--- src/rtl/core/stl_pkg.sv ---
`timescale 1ns / 1ps
package stl_pkg;

  localparam int CAPACITY    = 64;
  localparam int VALUE_WIDTH = 32;
  localparam int CNT_W       = $clog2(CAPACITY + 1);
  localparam int ADDR_W      = $clog2(CAPACITY);
  localparam int FUNC_W      = 3;
  localparam int STATUS_W    = 2;
  localparam int POS_W       = 7;

  localparam logic [FUNC_W-1:0] FN_INSERT  = 3'd0;
  localparam logic [FUNC_W-1:0] FN_DELETE  = 3'd1;
  localparam logic [FUNC_W-1:0] FN_FIND    = 3'd2;
  localparam logic [FUNC_W-1:0] FN_REVERSE = 3'd3;
  localparam logic [FUNC_W-1:0] FN_DUMP    = 3'd4;

  localparam logic [STATUS_W-1:0] ST_OK   = 2'd0;
  localparam logic [STATUS_W-1:0] ST_MISS = 2'd1;
  localparam logic [STATUS_W-1:0] ST_FULL = 2'd2;

  typedef enum logic [1:0] {
    RT_IDLE  = 2'd0,
    RT_READ  = 2'd1,
    RT_PLACE = 2'd2,
    RT_RES   = 2'd3
  } route_e;

  typedef struct packed {
    logic load;
    logic read;
    logic eval;
    logic place;
    logic result;
  } stl_cmd_t;

  typedef struct packed {
    route_e start_route;
    route_e eval_next;
    logic   eval_ok;
    logic   out_free;
  } stl_stat_t;

endpackage

--- src/rtl/core/stl_if.sv ---
`timescale 1ns / 1ps
interface stl_in_if;
  import stl_pkg::*;
  logic                          valid;
  logic                          ready;
  logic [FUNC_W-1:0]             func;
  logic signed [VALUE_WIDTH-1:0] value;
  modport source (output valid, func, value, input ready);
  modport sink   (input valid, func, value, output ready);
endinterface

interface stl_out_if;
  import stl_pkg::*;
  logic                          valid;
  logic                          ready;
  logic [STATUS_W-1:0]           status;
  logic [POS_W-1:0]              position;
  logic signed [VALUE_WIDTH-1:0] item_value;
  logic [POS_W-1:0]              entry_count;
  logic                          last;
  modport source (output valid, status, position, item_value, entry_count, last, input ready);
  modport sink   (input valid, status, position, item_value, entry_count, last, output ready);
endinterface

--- src/rtl/core/stl_ram.sv ---
`timescale 1ns / 1ps
module stl_ram #(
  parameter int WIDTH = 32,
  parameter int DEPTH = 64
) (
  input  logic                     clk_i,
  input  logic                     we_i,
  input  logic [$clog2(DEPTH)-1:0] waddr_i,
  input  logic [WIDTH-1:0]         wdata_i,
  input  logic                     re_i,
  input  logic [$clog2(DEPTH)-1:0] raddr_i,
  output logic [WIDTH-1:0]         rdata_o
);
  logic [WIDTH-1:0] mem_q [DEPTH];

  always_ff @(posedge clk_i) begin
    if (we_i) begin
      mem_q[waddr_i] <= wdata_i;
    end
    if (re_i) begin
      rdata_o <= mem_q[raddr_i];
    end
  end
endmodule

--- src/rtl/core/stl_datapath.sv ---
`timescale 1ns / 1ps
module stl_datapath
  import stl_pkg::*;
(
  input  logic                          clk_i,
  input  logic                          rst_ni,
  input  logic [FUNC_W-1:0]             in_func_i,
  input  logic signed [VALUE_WIDTH-1:0] in_value_i,
  input  stl_cmd_t                      cmd_i,
  output stl_stat_t                     stat_o,
  stl_out_if.source                     out_o
);
  logic [FUNC_W-1:0]             func_q, func_d;
  logic signed [VALUE_WIDTH-1:0] val_q, val_d;
  logic [CNT_W-1:0]              cnt_q, cnt_d, idx_q, idx_d, kept_q, kept_d;
  logic [CNT_W-1:0]              first_q, first_d, lastx_q, lastx_d;
  logic                          hit_q, hit_d, desc_q, desc_d;
  logic                          ov_q, ov_d;
  logic [STATUS_W-1:0]           ost_q, ost_d;
  logic [POS_W-1:0]              opos_q, opos_d, ocnt_q, ocnt_d;
  logic signed [VALUE_WIDTH-1:0] oval_q, oval_d;
  logic                          olast_q, olast_d;

  logic                          we;
  logic [ADDR_W-1:0]             waddr, raddr;
  logic [VALUE_WIDTH-1:0]        wdata, rdata;
  logic signed [VALUE_WIDTH-1:0] rd_s;
  logic                          scan_end;
  logic [CNT_W-1:0]              ridx;
  route_e                        start_route, eval_next;
  logic                          out_free, eval_ok;

  stl_ram #(.WIDTH(VALUE_WIDTH), .DEPTH(CAPACITY)) u_ram (
    .clk_i  (clk_i),
    .we_i   (we),
    .waddr_i(waddr),
    .wdata_i(wdata),
    .re_i   (cmd_i.read),
    .raddr_i(raddr),
    .rdata_o(rdata)
  );

  assign rd_s     = $signed(rdata);
  assign scan_end = (idx_q == cnt_q - CNT_W'(1));
  assign out_free = !ov_q || out_o.ready;
  assign eval_ok  = (func_q != FN_DUMP) || out_free;
  assign stat_o   = '{start_route: start_route, eval_next: eval_next,
                      eval_ok: eval_ok, out_free: out_free};

  // read address: insert walks down from the top, dump may walk backward
  always_comb begin
    ridx = idx_q;
    case (func_q)
      FN_INSERT: ridx = idx_q - CNT_W'(1);
      FN_DUMP:   ridx = desc_q ? (cnt_q - CNT_W'(1) - idx_q) : idx_q;
      default:   ridx = idx_q;
    endcase
  end
  assign raddr = ridx[ADDR_W-1:0];

  always_comb begin
    start_route = RT_RES;
    case (in_func_i)
      FN_INSERT: begin
        if (cnt_q == CNT_W'(CAPACITY)) start_route = RT_RES;
        else if (cnt_q == '0)          start_route = RT_PLACE;
        else                           start_route = RT_READ;
      end
      FN_DELETE, FN_FIND, FN_DUMP: begin
        start_route = (cnt_q == '0) ? RT_RES : RT_READ;
      end
      default: start_route = RT_RES;
    endcase
  end

  always_comb begin
    eval_next = RT_READ;
    case (func_q)
      FN_INSERT: begin
        if (!(rd_s > val_q) || idx_q == CNT_W'(1)) eval_next = RT_PLACE;
      end
      FN_DUMP: if (scan_end) eval_next = RT_IDLE;
      default: if (scan_end) eval_next = RT_RES;
    endcase
  end

  always_comb begin
    func_d  = func_q;
    val_d   = val_q;
    cnt_d   = cnt_q;
    idx_d   = idx_q;
    kept_d  = kept_q;
    first_d = first_q;
    lastx_d = lastx_q;
    hit_d   = hit_q;
    desc_d  = desc_q;
    ov_d    = ov_q && !out_o.ready;
    ost_d   = ost_q;
    opos_d  = opos_q;
    ocnt_d  = ocnt_q;
    oval_d  = oval_q;
    olast_d = olast_q;
    we      = 1'b0;
    waddr   = idx_q[ADDR_W-1:0];
    wdata   = rdata;

    if (cmd_i.load) begin
      func_d = in_func_i;
      val_d  = in_value_i;
      idx_d  = (in_func_i == FN_INSERT) ? cnt_q : '0;
      kept_d = '0;
      hit_d  = 1'b0;
    end

    if (cmd_i.eval) begin
      case (func_q)
        FN_INSERT: begin
          if (rd_s > val_q) begin
            we    = 1'b1;
            idx_d = idx_q - CNT_W'(1);
          end
        end
        FN_DELETE: begin
          if (rd_s != val_q) begin
            we     = 1'b1;
            waddr  = kept_q[ADDR_W-1:0];
            kept_d = kept_q + CNT_W'(1);
          end
          idx_d = idx_q + CNT_W'(1);
        end
        FN_FIND: begin
          if (rd_s == val_q) begin
            if (!hit_q) first_d = idx_q;
            lastx_d = idx_q;
            hit_d   = 1'b1;
          end
          idx_d = idx_q + CNT_W'(1);
        end
        FN_DUMP: begin
          ov_d    = 1'b1;
          ost_d   = ST_OK;
          opos_d  = POS_W'(idx_q + CNT_W'(1));
          oval_d  = rd_s;
          ocnt_d  = POS_W'(cnt_q);
          olast_d = scan_end;
          idx_d   = idx_q + CNT_W'(1);
        end
        default: idx_d = idx_q;
      endcase
    end

    if (cmd_i.place) begin
      we    = 1'b1;
      wdata = val_q;
      cnt_d = cnt_q + CNT_W'(1);
      // mark the insert as placed so a table that just became full reports ok
      hit_d = 1'b1;
    end

    if (cmd_i.result) begin
      ov_d    = 1'b1;
      ost_d   = ST_OK;
      opos_d  = '0;
      oval_d  = '0;
      olast_d = 1'b1;
      case (func_q)
        FN_INSERT: if (!hit_q) ost_d = ST_FULL;
        FN_DELETE: begin
          cnt_d = kept_q;
          ost_d = (kept_q != cnt_q) ? ST_OK : ST_MISS;
        end
        FN_FIND: begin
          if (hit_q) begin
            opos_d = desc_q ? POS_W'(cnt_q - lastx_q) : POS_W'(first_q + CNT_W'(1));
            oval_d = val_q;
          end else begin
            ost_d = ST_MISS;
          end
        end
        FN_REVERSE: desc_d = !desc_q;
        FN_DUMP:    ost_d = ST_MISS;
        default:    ost_d = ST_OK;
      endcase
      ocnt_d = POS_W'(cnt_d);
    end
  end

  always_ff @(posedge clk_i or negedge rst_ni) begin
    if (!rst_ni) begin
      cnt_q  <= '0;
      desc_q <= 1'b0;
      ov_q   <= 1'b0;
      hit_q  <= 1'b0;
      idx_q  <= '0;
      kept_q <= '0;
      func_q <= FN_INSERT;
    end else begin
      cnt_q  <= cnt_d;
      desc_q <= desc_d;
      ov_q   <= ov_d;
      hit_q  <= hit_d;
      idx_q  <= idx_d;
      kept_q <= kept_d;
      func_q <= func_d;
    end
  end

  always_ff @(posedge clk_i) begin
    val_q   <= val_d;
    first_q <= first_d;
    lastx_q <= lastx_d;
    ost_q   <= ost_d;
    opos_q  <= opos_d;
    ocnt_q  <= ocnt_d;
    oval_q  <= oval_d;
    olast_q <= olast_d;
  end

  assign out_o.valid       = ov_q;
  assign out_o.status      = ost_q;
  assign out_o.position    = opos_q;
  assign out_o.item_value  = oval_q;
  assign out_o.entry_count = ocnt_q;
  assign out_o.last        = olast_q;
endmodule

--- src/rtl/core/stl_ctrl.sv ---
`timescale 1ns / 1ps
module stl_ctrl
  import stl_pkg::*;
(
  input  logic      clk_i,
  input  logic      rst_ni,
  input  logic      in_valid_i,
  output logic      in_ready_o,
  input  stl_stat_t stat_i,
  output stl_cmd_t  cmd_o
);
  typedef enum logic [4:0] {
    S_IDLE  = 5'b00001,
    S_READ  = 5'b00010,
    S_EVAL  = 5'b00100,
    S_PLACE = 5'b01000,
    S_RES   = 5'b10000
  } state_e;

  state_e state_q, state_d;

  function automatic state_e route_to_state(route_e r);
    state_e s;
    case (r)
      RT_READ:  s = S_READ;
      RT_PLACE: s = S_PLACE;
      RT_RES:   s = S_RES;
      default:  s = S_IDLE;
    endcase
    return s;
  endfunction

  assign in_ready_o = (state_q == S_IDLE);

  always_comb begin
    state_d = state_q;
    cmd_o   = '0;
    case (state_q)
      S_IDLE: begin
        if (in_valid_i) begin
          cmd_o.load = 1'b1;
          state_d    = route_to_state(stat_i.start_route);
        end
      end
      S_READ: begin
        cmd_o.read = 1'b1;
        state_d    = S_EVAL;
      end
      S_EVAL: begin
        // hold the read data while a dump entry cannot be handed over
        if (stat_i.eval_ok) begin
          cmd_o.eval = 1'b1;
          state_d    = route_to_state(stat_i.eval_next);
        end
      end
      S_PLACE: begin
        cmd_o.place = 1'b1;
        state_d     = S_RES;
      end
      S_RES: begin
        if (stat_i.out_free) begin
          cmd_o.result = 1'b1;
          state_d      = S_IDLE;
        end
      end
      default: state_d = S_IDLE;
    endcase
  end

  always_ff @(posedge clk_i or negedge rst_ni) begin
    if (!rst_ni) begin
      state_q <= S_IDLE;
    end else begin
      state_q <= state_d;
    end
  end
endmodule

--- src/rtl/core/sorted_list_table.sv ---
`timescale 1ns / 1ps
// Sorted list table: a multiset of up to 64 signed 32-bit values kept in
// ascending order (descending after an odd number of reverse commands).
// Input channel in_i: func (insert, delete all equal, find, reverse, dump)
// and value. Output channel out_o: status, position, item_value,
// entry_count and last; every command ends with a result marked last.
// The entries sit in one single-port-write RAM with registered read; each
// entry visited takes a read step, then a compare/move step. Reverse, a
// full insert, and delete, find or dump on an empty table go straight to
// the result; insert walks down past the entries above the new value, then
// places it; delete and find walk all entries held; dump hands out one
// entry per visit and waits while the output register is still full.
// One command is worked at a time; a new one is taken as soon as the
// previous result sits in the output register, even if not yet taken.
// Reset empties the table and selects ascending order; RAM contents are
// not cleared since only entries below the count are ever read.
// Output stalls hold the output register and stop work at the next output.
module sorted_list_table
  import stl_pkg::*;
(
  input  logic       clk_i,
  input  logic       rst_ni,
  stl_in_if.sink     in_i,
  stl_out_if.source  out_o
);
  stl_cmd_t  cmd;
  stl_stat_t stat;

  stl_ctrl u_ctrl (
    .clk_i     (clk_i),
    .rst_ni    (rst_ni),
    .in_valid_i(in_i.valid),
    .in_ready_o(in_i.ready),
    .stat_i    (stat),
    .cmd_o     (cmd)
  );

  stl_datapath u_dp (
    .clk_i     (clk_i),
    .rst_ni    (rst_ni),
    .in_func_i (in_i.func),
    .in_value_i(in_i.value),
    .cmd_i     (cmd),
    .stat_o    (stat),
    .out_o     (out_o)
  );
endmodule

--- src/flat_wrapper.sv ---
// flat-port wrapper written by rule: the top's interface ports become plain ports
module sorted_list_table_flat import stl_pkg::*;
  (clk_i, rst_ni, in_i_valid, in_i_func, in_i_value, in_i_ready, out_o_valid, out_o_status, out_o_position, out_o_item_value, out_o_entry_count, out_o_last, out_o_ready);
  stl_in_if in_i_i ();
  stl_out_if out_o_i ();
  input  logic clk_i;
  input  logic rst_ni;
  input wire logic [$bits(in_i_i.valid)-1:0] in_i_valid;
  input wire logic [$bits(in_i_i.func)-1:0] in_i_func;
  input wire logic [$bits(in_i_i.value)-1:0] in_i_value;
  output wire logic [$bits(in_i_i.ready)-1:0] in_i_ready;
  output wire logic [$bits(out_o_i.valid)-1:0] out_o_valid;
  output wire logic [$bits(out_o_i.status)-1:0] out_o_status;
  output wire logic [$bits(out_o_i.position)-1:0] out_o_position;
  output wire logic [$bits(out_o_i.item_value)-1:0] out_o_item_value;
  output wire logic [$bits(out_o_i.entry_count)-1:0] out_o_entry_count;
  output wire logic [$bits(out_o_i.last)-1:0] out_o_last;
  input wire logic [$bits(out_o_i.ready)-1:0] out_o_ready;
  assign in_i_i.valid = in_i_valid;
  assign in_i_i.func = in_i_func;
  assign in_i_i.value = in_i_value;
  assign in_i_ready = in_i_i.ready;
  assign out_o_valid = out_o_i.valid;
  assign out_o_status = out_o_i.status;
  assign out_o_position = out_o_i.position;
  assign out_o_item_value = out_o_i.item_value;
  assign out_o_entry_count = out_o_i.entry_count;
  assign out_o_last = out_o_i.last;
  assign out_o_i.ready = out_o_ready;
  sorted_list_table u_core (.clk_i(clk_i), .rst_ni(rst_ni), .in_i(in_i_i), .out_o(out_o_i));
endmodule
--- config.mk ---
export PLATFORM = sky130hd
export DESIGN_NAME = sorted_list_table_flat
export DESIGN_NICKNAME = d
export VERILOG_FILES = /design/src/rtl/core/stl_pkg.sv /design/src/rtl/core/stl_if.sv /design/src/rtl/core/stl_ram.sv /design/src/rtl/core/stl_datapath.sv /design/src/rtl/core/stl_ctrl.sv /design/src/rtl/core/sorted_list_table.sv /design/src/flat_wrapper.sv
export SDC_FILE = /design/constraint.sdc
export NUM_CORES = 2
export LEC_CHECK = 0
export ABC_AREA = 1
export BUFFER_PORTS_ARGS = -buffer_cell sky130_fd_sc_hd__buf_2
export CAP_MARGIN = 20
export CORE_UTILIZATION = 38
export DETAILED_ROUTE_END_ITERATION = 6
export PLACE_DENSITY_LB_ADDON = 0.3
export SETUP_SLACK_MARGIN = 0.05
export SLEW_MARGIN = 20
export SYNTH_ARGS = -nofsm -noshare
export SYNTH_HDL_FRONTEND = slang
export SYNTH_SLANG_ARGS = --single-unit
--- constraint.sdc ---
create_clock -name clk_i -period 6 [get_ports clk_i]
set_clock_uncertainty 0.05 [all_clocks]
set_input_delay 1.8 -clock clk_i [delete_from_list [all_inputs] [get_ports clk_i]]
set_output_delay 1.8 -clock clk_i [all_outputs]
set_load 0.02 [all_outputs]
==> impl_metrics.csv <==
group,metric,value,unit
cts,count_of_instances_resized_after_the_clock_tree_is_built,0,
global_routing,grt_pass1_vias,55760,
synth,postSynthRegisterBits,2207,
finish,drive_above_1_share,0.09476,
global_routing,grt_overflow,0,
placed_design,numPlacedInstances,10730,
critical_path,cp_slowest_stage_delay,500,ps
sta,setup_viol,0,
sta,slew_viol_final,0,
cts,clock_latency_reported_for_the_late_side_of_the_worst_skew_pair,900,ps
cts,cts_buffers,222,
finish,area.growth.synth_to_final,13.39,%
synth,syn-mean-instance-area,12.10,um2
global_routing,grt_start_max_net_pins,133,
critical_path,timing.critical_path.fanout_max,57,
critical_path,crit_type,"reg2reg",
synth,dominantRegCellSynth,"sky130_fd_sc_hd__edfxtp_1",
critical_path,cell_by_cell_listing_of_the_critical_path,"inv_1, ha_1, inv_1, fa_1, nand2_1, inv_1, nor3_1, nor2_1, nor2_1, nand2_4, inv_8, buf_4, nand3_1, nand3_1, nand3_1, nand3_1, nand2_1",
sta,period_minus_ws_final,4660,ps
placed_design,hpwlAfterDp,168.2,mm
critical_path,cp.required,6570,ps
sta,rsz0062_at_grt,"false",
drt,route.antenna.remaining_nets,0,
cts,clk_path_buf_depth,3,
finish,layoutNonFillerInstCount,11150,
global_routing,antenna_found_initial,22,
floorplanning,initial_core_util,0.3829,
floorplanning,core_area,243700,um2
drt,drt-pass1-iter-count,5,
cts,tritoncts,"yes",
synth,synthArstFlopShare,0.01450,
min_path,min-delay-path-class,"reg2reg",
critical_path,cp.arrival,5230,ps
floorplanning,floorplan.rows,181,
status,status,"finished clean",
cts,holdBufCountCts,0,
synth,synth_sequential_area_ratio,0.7085,
cts,ctsHtreeMaxLevel,4,
global_routing,globalRouteTotalUtil,0.2166,
synth,synth_largest_type_area_fraction,0.6997,
critical_path,worstSetupEndpointType,"flip-flop",
synth,synth_top_cells_by_area,"sky130_fd_sc_hd__edfxtp_1, sky130_fd_sc_hd__o211ai_1, sky130_fd_sc_hd__nand2_1",
synth,synth-edff-count,2174,
sta,max_slew_margin,0.2128,
drt,drt-total-wl,273.3,mm
drt,drcViolationCount,0,
drt,route.vias.total,60330,
critical_path,cp.buffers_inverters,5,
critical_path,slowest_stage,"sky130_fd_sc_hd__dfrtp_1",
synth,synth_cell_type_count,51,
synth,synth_largest_area_cell,"sky130_fd_sc_hd__edfxtp_1",
cts,post-cts-setup-buffer-count,0,
cts,cts.root.buffer_cell,"sky130_fd_sc_hd__clkbuf_16",
sta,fin_crit_sh,0.7767,
critical_path,start_kind,"flip-flop",
cts,clock_pin_transition_on_the_worst_setup_and_hold_timing_paths,60,ps
sta,report.final.hold_viol_count,0,
flow_run,maxCapViolations,0,
critical_path,crit_family,"simple AND/OR/NAND/NOR gates",
floorplanning,io_pins,90,
drt,via_per_inst,5.410,
floorplanning,fp.dieArea,247500,um2
floorplanning,dieWidth,497.5,um
placed_design,gp_congestion,0.9563,
synth,synth_cells,7713,
floorplanning,die_h,497.5,um
placed_design,place.port_buffers,89,
synth,syn_area,93310,um2
finish,final_cell_mix,"sky130_fd_sc_hd__edfxtp_1, sky130_fd_sc_hd__nand2_1, sky130_fd_sc_hd__inv_1, sky130_fd_sc_hd__nand3_1, sky130_fd_sc_hd__o211ai_1",
sta,worst_slew_pin_slew,1181,ps
synth,synth_fp_nets,7805,
sta,timing.fmax,214.6,MHz
drt,drt_iter0_markers,8689,
finish,finish.net_count,7846,
synth,total_of_warnings_raised_by_yosys,0,
critical_path,critPathMostFrequentCell,"sky130_fd_sc_hd__nand3_1",
global_routing,grt_first_pass_wirelength,391.8,mm
drt,detail_route.wl_per_cell,24.51,um
sta,fin_setup_tns,0,ps
finish,layout_commonest_cell,"sky130_fd_sc_hd__edfxtp_1",
cts,clkSinkCount,2207,
==> worst paths after layout <==
path / end / cells past startpoint / slack, ps / from
worst max-delay path: u_core.u_dp.u_ram.rdata_o[20] / 17 / 1340 / u_core.u_dp.cnt_q[1]
worst min-delay path: u_core.u_dp.out_o.last / 2 / 450 / u_core.u_dp.out_o.last
worst max register to register: u_core.u_dp.u_ram.rdata_o[20] / 17 / 1340 / u_core.u_dp.cnt_q[1]
worst min register to register: u_core.u_dp.out_o.last / 2 / 450 / u_core.u_dp.out_o.last
max in group asynchronous: u_core.u_dp.kept_q[2] / 1 / 4370 / rst_ni
min in group asynchronous: u_core.u_dp.cnt_q[3] / 1 / 980 / rst_ni
==> routing by layer <==
metal / global-route usage / share of wire / vias to the layer above / wire length (um)
met5: 0 / 0.00023 / - / 64
met4: 0.09561 / 0.047 / 10 / 12770
met1: 0.3056 / 0.42 / 29550 / 116000
met3: 0.05245 / 0.10 / 479 / 27590
met2: 0.3158 / 0.43 / 2790 / 117000
li1: - / - / 27500 / -
==> cell families (layout without fill, tap and decap cells) <==
| family | after synthesis | in the layout | synth area share |
|---|---|---|---|
| buf+inv | 1644 | 1877 | 0.07080 |
| simple gates | 2560 | 2560 | 0.1184 |
| fa+ha+maj | 53 | 53 | 0.007268 |
| xor+xnor | 33 | 33 | 0.003098 |
| other cells | 0 | 2 | 0 |
| compound gates | 1216 | 1216 | 0.09195 |
| flops | 2207 | 2207 | 0.7085 |
==> sequential cells by signal (all words and copies together) (netlist names), 32 cells and up <==
signal / count
u_core.u_dp.u_ram.mem_q: 2048
u_core.u_dp.out_o.item_value: 32
u_core.u_dp.u_ram.rdata_o: 32
u_core.u_dp.val_q: 32
==> stage by stage <==
stage | setup WS, ps | hold slack [ps] | util | instance area, um2
after floorplan | 1012 | 386.8 | - | 93310
after global placement | 856.3 | 433.3 | 0.4036 | 98360
after detailed placement | 885.8 | 445.9 | 0.4042 | 98490
after CTS | 1404 | 459.1 | 0.4336 | 105700
after global routing | 1197 | 484.9 | 0.4342 | 105800
final | 1340 | 451.2 | 0.4342 | 105800
==> synthesized netlist by cell type (all sizes together), types with 2 or more instances <==
master  count
nor2      138
o22ai       3
dfrtp      31
fa          2
nand2    1375
clkbuf    104
nand4      17
a21oi      53
ha         51
o21ai     181
nor4        3
nor3       21
inv      1171
o211ai    962
xor2       25
edfxtp   2174
o21a        2
xnor2       8
buf       369
a21o        2
or2         3
nand3    1001
o31ai       5
==> final cells by class <==
class	count	area [um2]
inverter	1171	4418
clock inverter	139	1329
fill	22170	137900
multi-input combinational	3862	21500
sequential	2207	66100
clock buffer	277	5856
timing repair buffer	290	2582
antenna	2	5.005
tap	3202	4006
==> worst reg2reg max path, stage by stage (launching register included) <==
cell,delay (ps)
sky130_fd_sc_hd__dfrtp_1,500
sky130_fd_sc_hd__inv_1,180
sky130_fd_sc_hd__ha_1,340
sky130_fd_sc_hd__inv_1,70
sky130_fd_sc_hd__fa_1,390
sky130_fd_sc_hd__nand2_1,80
sky130_fd_sc_hd__inv_1,50
sky130_fd_sc_hd__nor3_1,130
sky130_fd_sc_hd__nor2_1,60
sky130_fd_sc_hd__nor2_1,160
sky130_fd_sc_hd__nand2_4,340
sky130_fd_sc_hd__inv_8,520
sky130_fd_sc_hd__buf_4,390
sky130_fd_sc_hd__nand3_1,200
sky130_fd_sc_hd__nand3_1,210
sky130_fd_sc_hd__nand3_1,170
sky130_fd_sc_hd__nand3_1,410
sky130_fd_sc_hd__nand2_1,160
Power is not shown: default switching activity piles up to over one toggle a cycle in this logic, so the estimate is an artifact.
